[config.mk]
export PLATFORM = sky130hd
export DESIGN_NAME = binary_linear_complexity_top
export DESIGN_NICKNAME = d
export VERILOG_FILES = /design/src/sv/blc_pkg.sv /design/src/sv/blc_datapath.sv /design/src/sv/blc_ctrl.sv /design/src/sv/binary_linear_complexity_top.sv
export SDC_FILE = /design/constraint.sdc
export NUM_CORES = 2
export LEC_CHECK = 0
export ABC_CLOCK_PERIOD_IN_PS = 3600
export BUFFER_PORTS_ARGS = -buffer_cell sky130_fd_sc_hd__buf_2
export CORE_ASPECT_RATIO = 1.4
export CORE_UTILIZATION = 58
export CTS_CLUSTER_DIAMETER = 200
export DETAILED_ROUTE_END_ITERATION = 8
export PLACE_DENSITY = 0.81
export SLEW_MARGIN = 0
export SYNTH_ARGS = -nofsm -noshare
export SYNTH_HDL_FRONTEND = slang
export SYNTH_SLANG_ARGS = --single-unit
[constraint.sdc]
create_clock -name clk -period 3.6 [get_ports clk]
set_input_delay 0.36 -clock clk [delete_from_list [all_inputs] [get_ports clk]]
set_output_delay 0.36 -clock clk [all_outputs]
set_load 0.01 [all_outputs]
[src/sv/blc_pkg.sv]
// Shared constants and command/status types for the binary linear complexity block.
package blc_pkg;

	// Default window length in sequence bits.
	localparam int WINDOW_BITS_DEF = 512;

	// Result field width and its saturation value.
	localparam int               LC_W   = 10;
	localparam logic [LC_W-1:0]  LC_MAX = 10'd1023;

	// Input byte width and bits per byte.
	localparam int BYTE_W = 8;

	// Controller to datapath commands.
	typedef struct packed {
		logic load;   // take a new byte into the bit shifter
		logic step;   // run one Berlekamp-Massey step on the leading bit
	} cmd_t;

	// Datapath to controller status.
	typedef struct packed {
		logic last;   // next step completes the window
	} sts_t;

endpackage

[src/sv/blc_datapath.sv]
// Berlekamp-Massey datapath: sequence, connection and prior polynomials, L and bit count.
module blc_datapath #(
	parameter int WINDOW_BITS = blc_pkg::WINDOW_BITS_DEF
) (
	input  logic                         clk,
	input  logic                         arst_n,
	input  blc_pkg::cmd_t                cmd,
	input  logic [blc_pkg::BYTE_W-1:0]   byte_in,
	output blc_pkg::sts_t                sts,
	output logic [blc_pkg::LC_W-1:0]     lc_out
);

	localparam int PW = $clog2(WINDOW_BITS);
	localparam int LW = $clog2(WINDOW_BITS + 1);

	logic [WINDOW_BITS-1:0]      seq_q, conn_q, sp_q;
	logic [LW-1:0]               l_q;
	logic [PW-1:0]               pos_q;
	logic [blc_pkg::BYTE_W-1:0]  byte_q;
	logic [blc_pkg::LC_W-1:0]    lc_q;

	logic [WINDOW_BITS-1:0]      seq_nx, conn_nx, sp_base, sp_nx;
	logic [LW-1:0]               l_nx;
	logic [LW:0]                 two_l, n_ext;
	logic                        disc, swap, last;
	logic [blc_pkg::LC_W-1:0]    lc_sat;

	assign last = (pos_q == PW'(WINDOW_BITS - 1));

	always_comb begin
		// coefficient k at bit k; times x is a left shift that drops the top
		seq_nx  = {seq_q[WINDOW_BITS-2:0], byte_q[blc_pkg::BYTE_W-1]};
		disc    = ^(conn_q & seq_nx);
		two_l   = {l_q, 1'b0};
		n_ext   = (LW+1)'(pos_q);
		swap    = disc && (two_l <= n_ext);
		conn_nx = disc ? (conn_q ^ sp_q) : conn_q;
		sp_base = swap ? conn_q : sp_q;
		sp_nx   = {sp_base[WINDOW_BITS-2:0], 1'b0};
		l_nx    = swap ? LW'(LW'(pos_q) + LW'(1) - l_q) : l_q;
		if (32'(l_nx) > 32'(blc_pkg::LC_MAX)) begin
			lc_sat = blc_pkg::LC_MAX;
		end else begin
			lc_sat = blc_pkg::LC_W'(l_nx);
		end
	end

	always_ff @(posedge clk or negedge arst_n) begin
		if (!arst_n) begin
			seq_q  <= '0;
			conn_q <= WINDOW_BITS'(1);
			sp_q   <= WINDOW_BITS'(2);
			l_q    <= '0;
			pos_q  <= '0;
		end else if (cmd.step) begin
			if (last) begin
				seq_q  <= '0;
				conn_q <= WINDOW_BITS'(1);
				sp_q   <= WINDOW_BITS'(2);
				l_q    <= '0;
				pos_q  <= '0;
			end else begin
				seq_q  <= seq_nx;
				conn_q <= conn_nx;
				sp_q   <= sp_nx;
				l_q    <= l_nx;
				pos_q  <= pos_q + PW'(1);
			end
		end
	end

	// payload registers: byte shifter and result word
	always_ff @(posedge clk) begin
		if (cmd.load) begin
			byte_q <= byte_in;
		end else if (cmd.step) begin
			byte_q <= {byte_q[blc_pkg::BYTE_W-2:0], 1'b0};
		end
		if (cmd.step && last) begin
			lc_q <= lc_sat;
		end
	end

	assign sts.last = last;
	assign lc_out   = lc_q;

endmodule

[src/sv/blc_ctrl.sv]
// Controller: byte intake, eight-step sequencing and result word handshake.
module blc_ctrl (
	input  logic           clk,
	input  logic           arst_n,
	input  logic           s_tvalid,
	output logic           s_tready,
	output logic           m_tvalid,
	input  logic           m_tready,
	input  blc_pkg::sts_t  sts,
	output blc_pkg::cmd_t  cmd
);

	typedef enum logic {IDLE, RUN} state_t;

	state_t      state_q;
	logic [2:0]  cnt_q;
	logic        out_valid_q;
	logic        can_step;
	logic        load;

	// a window-ending step waits while the result word is still held
	assign can_step = (state_q == RUN) && !(sts.last && out_valid_q && !m_tready);
	assign s_tready = (state_q == IDLE) || (cnt_q == 3'd7 && can_step);
	assign load     = s_tvalid && s_tready;
	assign cmd.load = load;
	assign cmd.step = can_step;
	assign m_tvalid = out_valid_q;

	always_ff @(posedge clk or negedge arst_n) begin
		if (!arst_n) begin
			state_q     <= IDLE;
			cnt_q       <= '0;
			out_valid_q <= 1'b0;
		end else begin
			if (can_step && sts.last) begin
				out_valid_q <= 1'b1;
			end else if (m_tready) begin
				out_valid_q <= 1'b0;
			end
			unique case (state_q)
				IDLE: begin
					if (load) begin
						state_q <= RUN;
						cnt_q   <= '0;
					end
				end
				RUN: begin
					if (can_step) begin
						cnt_q <= cnt_q + 3'd1;
						if (cnt_q == 3'd7 && !load) begin
							state_q <= IDLE;
						end
					end
				end
				default: state_q <= IDLE;
			endcase
		end
	end

`ifndef SYNTHESIS
	a_no_overwrite: assert property (@(posedge clk) disable iff (!arst_n)
		cmd.step && sts.last |-> !(out_valid_q && !m_tready))
		else $error("result word overwritten while stalled");
	a_load_boundary: assert property (@(posedge clk) disable iff (!arst_n)
		cmd.load |-> (state_q == IDLE || cnt_q == 3'd7))
		else $error("byte loaded mid-byte");
	a_hold_count: assert property (@(posedge clk) disable iff (!arst_n)
		state_q == RUN && !cmd.step |=> $stable(cnt_q))
		else $error("bit count moved without a step");
	a_emit: assert property (@(posedge clk) disable iff (!arst_n)
		cmd.step && sts.last |=> out_valid_q)
		else $error("completed window not presented");
`endif

endmodule

[src/sv/binary_linear_complexity_top.sv]
// Top level of the binary linear complexity block (Berlekamp-Massey over GF(2)).
//
// Input channel s_*: one word per byte; bit 7 is the earliest sequence bit.
// Output channel m_*: one word per completed window of WINDOW_BITS bits,
// carrying the shortest LFSR length L, saturated at 1023.
// The datapath runs one Berlekamp-Massey step per cycle, unless a stall
// holds it, over WINDOW_BITS-wide polynomial registers; the parity of
// the connection/sequence product decides whether the connection
// polynomial is updated. The next byte is taken in the cycle of the
// eighth step, so back-to-back bytes flow with no gap between them.
// The result word appears in the cycle after the step that ends the
// window and is held in an output register; bytes keep flowing while it
// waits. Only the step that would end the next window stalls until the
// word is taken.
// Reset (arst_n low) clears the window: L = 0, connection polynomial 1,
// prior polynomial x, no result pending.
module binary_linear_complexity_top #(
	parameter int WINDOW_BITS = blc_pkg::WINDOW_BITS_DEF
) (
	input  logic        clk,
	input  logic        arst_n,
	input  logic        s_tvalid,
	output logic        s_tready,
	input  logic [7:0]  s_tdata,   // [7:0] data_byte
	output logic        m_tvalid,
	input  logic        m_tready,
	output logic [15:0] m_tdata    // [9:0] linear_complexity, [15:10] zero
);

	blc_pkg::cmd_t                 cmd;
	blc_pkg::sts_t                 sts;
	logic [blc_pkg::LC_W-1:0]      lc;

	blc_ctrl u_ctrl (
		.clk      (clk),
		.arst_n   (arst_n),
		.s_tvalid (s_tvalid),
		.s_tready (s_tready),
		.m_tvalid (m_tvalid),
		.m_tready (m_tready),
		.sts      (sts),
		.cmd      (cmd)
	);

	blc_datapath #(
		.WINDOW_BITS (WINDOW_BITS)
	) u_datapath (
		.clk     (clk),
		.arst_n  (arst_n),
		.cmd     (cmd),
		.byte_in (s_tdata),
		.sts     (sts),
		.lc_out  (lc)
	);

	assign m_tdata = {6'b0, lc};

endmodule
==> impl_metrics.csv <==
group,metric,value,unit
synth,yosysWarnings,0,
run,cap_violations,0,
sta,hold_viol_final,0,
synth,synthFlopType,"dfrtp_1",
sta,relSlewSlack,34.8,%
pwr,power.net_switching,28.0,mW
critical_path,criticalPathCategory,"register to register",
clocking,worstSkewPairLatency,0.83,ns
pwr,seq_power_share,31.2,%
sta,fin_crit_sh,123,%
pwr,ir_drop,1.48,mV
drt,vias_per_cell,6.12,
sta,hold-worst-slack,0.101,ns
clocking,clock-sinks,1576,
global_route,grt_pass1_wl,329000,µm
die,ioPinCount,30,
clocking,tritoncts,"built",
sta,tns,-520.24,ns
final_layout,fillers,7671,
synth,synth_cells,7895,
critical_path,path_max_fanout,8,
sta,period_minus_slack,4.42,ns
die,die_area,132000,µm²
placement,post-place-ws,-0.840,ns
synth,ys_ff_latch,1576,
pwr,leakagePower,42.6,nW
sta,skew,0.0351,ns
critical_path,start_kind,"register",
outcome,run_status,"finished, violations left",
final_layout,drive_gt1_share,17.7,%
global_route,antenna_found_initial,1,
synth,syn_area,75500,µm²
die,start_util,58.4,%
die,die_height,429,µm
sta,setup_ws,-0.825,ns
synth,synth_cell_types,37,
synth,synth-compound-area-share,3.81,%
placement,portBuffers,23,
sta,rsz0062_at_grt,"true",
global_route,track_usage,30.8,%
synth,synth_xor_area_share,12.0,%
global_route,grt_pass1_vias,63562,
sta,final-setup-viol-count,1042,
sta,tightest_slew,0.978,ns
die,die_w,307,µm
critical_path,slowest_delay,0.55,ns
synth,synth_top_area_share,51.6,%
clocking,ctsLongestPathBuffers,3,
synth,synthSimpleGateAreaFrac,21.5,%
drt,wirelength,230000,µm
synth,yosysMostFrequentCell,"nand2_1",
critical_path,worstSetupPathDepth,18,
critical_path,critPathTopFamily,"XOR/XNOR gates",
placement,gp_congestion,0.836,
drt,drt-pass1-iter-count,9,
critical_path,ff2ff_path_depth,18,
pwr,power_density,748,nW/µm²
clocking,clk_pin_slew_worst_paths,0.06,ns
die,rows,156,
synth,async_flop_share,98.9,%
pwr,p_int,41.7,mW
pwr,p_sw_share,40.2,%
final_layout,nets,8583,
critical_path,path_cells,"nand2_1 -> xor2_1 -> xnor2_1 -> xnor2_1 -> xnor2_1 -> xnor2_2 -> xnor2_4 -> xnor2_4 -> xnor2_4 -> xnor2_2 -> nor4b_4 -> buf_6 -> buf_12 -> buf_12 -> buf_12 -> buf_16 -> mux2i_2 -> o21ai_1",
sta,timing.fmax,226,MHz
drt,wl_per_cell,22.1,µm
synth,synth_largest_area_cell,"dfrtp_1",
drt,drt-initial-drc-count,7063,
sta,finalMaxSlewViolations,0,
outcome,violations,"setup timing",
synth,synth_top_family_by_area,"simple AND/OR/NAND/NOR gates",
placement,hpwl,117000,µm
synth,synth.mux.area_fraction,6.88,%
synth,synth_common_cells,"nand2_1 (2068), dfrtp_1 (1556), xor2_1 (633), nor2_1 (519), nand3_1 (515)",
synth,synthAdderAreaFrac,0.507,%
synth,synth-edff-count,18,
global_route,grt_max_degree,180,
synth,ys_seq_area_share,52.4,%
critical_path,cp_slowest_cell,"xnor2_2",
synth,synth_top_cells_by_area,"dfrtp_1 (52%), nand2_1 (10%), xor2_1 (7.3%), mux2i_1 (6.8%), nand3b_1 (5.1%)",
drt,ant_nets,0,
critical_path,cp.required,4.27,ns
min_path,hp-class,"primary input to async pin",
critical_path,critPathArrivalTime,5.09,ns
synth,postSynthAreaPerCell,9.56,µm²
clocking,cts-root-buf,"clkbuf_16",
clocking,ctsHtreeMaxLevel,4,
critical_path,end_kind,"register",
pwr,p_clk_share,24.0,%
pwr,combPwrFrac,44.9,%
drt,drc_errors,0,
clocking,numCtsBuffers,151,
critical_path,path_buf_inv,5,
final_layout,area_growth,23.4,%
global_route,gr-total-overflow,0,
die,core,129000,µm²
drt,vias,63671,
-- placed cells by master (no fill, tap or decap), types with 74 or more instances in the layout --
cell type / synthesis / final
nand2_1: 2068 / 2038
dfrtp_1: 1556 / 1553
buf_4: 42 / 764
xor2_1: 633 / 596
nor2_1: 519 / 518
nand3b_1: 513 / 513
nand3_1: 515 / 463
mux2i_1: 510 / 444
o21ai_1: 362 / 428
xnor2_1: 400 / 319
clkbuf_16: 0 / 186
buf_12: 0 / 102
o21ai_0: 167 / 92
xnor2_2: 0 / 74
-- through the flow --
stage	area (µm²)	std cells	util, %	total power, mW
after global routing	93200	10401	72.1	71.3
after detailed placement	82900	9957	64.2	41.7
final	93200	10402	72.1	69.7
after CTS	89800	10296	69.5	59.9
after global placement	82900	9957	64.2	41.3
after floorplan	75500	7900	-	32.9
-- layout make-up --
cell class	instances	area, µm²	area share, %
clock buffer	225	4460	4.78
inverter	28	113	0.121
sequential	1576	39500	42.4
multi-input combinational	5776	35900	38.5
clock inverter	49	626	0.671
tap	1738	2170	2.33
antenna	2	5.00	0.00537
timing repair buffer	1008	10400	11.1
-- cell families after synthesis --
| group | after synthesis |
|---|---|
| flip-flops | 1576 |
| AND/OR/NAND/NOR | 3627 |
| multiplexers | 518 |
| other | 1 |
| XOR/XNOR | 1033 |
| AO/OA/AOI/OAI | 562 |
| adder cells (fa/ha/maj) | 30 |
| buffers and inverters | 548 |
-- metal layers --
metal | global-route usage (%) | part of all wire, % | vias to the layer above
met5 | 0 | 0 | -
met3 | 4.18 | 7.9 | 1139
met1 | 37.1 | 35 | 31788
li1 | - | - | 26969
met2 | 53.3 | 50 | 3775
met4 | 16.8 | 7.2 | 0
-- what timing repair did --
item                                    CTS  global route
endpoints found under the hold margin   355             0
setup endpoints to repair              1042          1033
setup buffers                            36            76
hold buffers                             10             0
gates cloned                             21            39
gates resized for setup                 165           397
pin swaps                                42           146
-- registers in the layout (all words and copies together) (netlist names) --
| register | cells |
|---|---|
| u_ctrl.cnt_q | 3 |
| u_ctrl.m_tvalid | 1 |
| u_ctrl.state_q | 1 |
| u_datapath.byte_q | 8 |
| u_datapath.conn_q | 512 |
| u_datapath.l_q | 10 |
| u_datapath.lc_out | 10 |
| u_datapath.pos_q | 9 |
| u_datapath.seq_q | 511 |
| u_datapath.sp_q | 511 |
-- worst register-to-register path: cells and delay by family, from the launching register on --
family	cells	cell delay, ns
xor gates and xnor gates	9	2.22
buffers and inverters	5	0.77
and+or+nand+nor	2	0.48
DFF	1	0.38
muxes	1	0.31
AOI/OAI and AO/OA	1	0.12
-- final timing paths --
check | to | slack, ns | start
max | u_datapath.sp_q[366]$_DFFE_PN0N_ | -0.82 | u_datapath.conn_q[209]$_DFFE_PN0P_
min | u_datapath.conn_q[165]$_DFFE_PN0P_ | 0.10 | arst_n
max reg2reg | u_datapath.sp_q[366]$_DFFE_PN0N_ | -0.82 | u_datapath.conn_q[209]$_DFFE_PN0P_
min reg2reg | u_datapath.seq_q[510]$_DFFE_PN0N_ | 0.47 | u_datapath.seq_q[510]$_DFFE_PN0N_
max in group asynchronous | u_datapath.conn_q[83]$_DFFE_PN0P_ | 2.18 | arst_n
min in group clk | u_datapath.byte_q[0]$_SDFFCE_PP0P_ | 0.14 | s_tdata[0]
-- power by group through the flow --
stage | registers (mW) | clock network, mW | logic [mW]
CTS | 21.5 | 16.6 | 21.8
global placement | 21.7 | 0 | 19.6
global route | 21.9 | 17.4 | 32.1
detailed placement | 21.8 | 0 | 20.0
finish | 21.7 | 16.7 | 31.3
floorplan | 21.4 | 0 | 11.5
(Power assumes the default switching activity.)
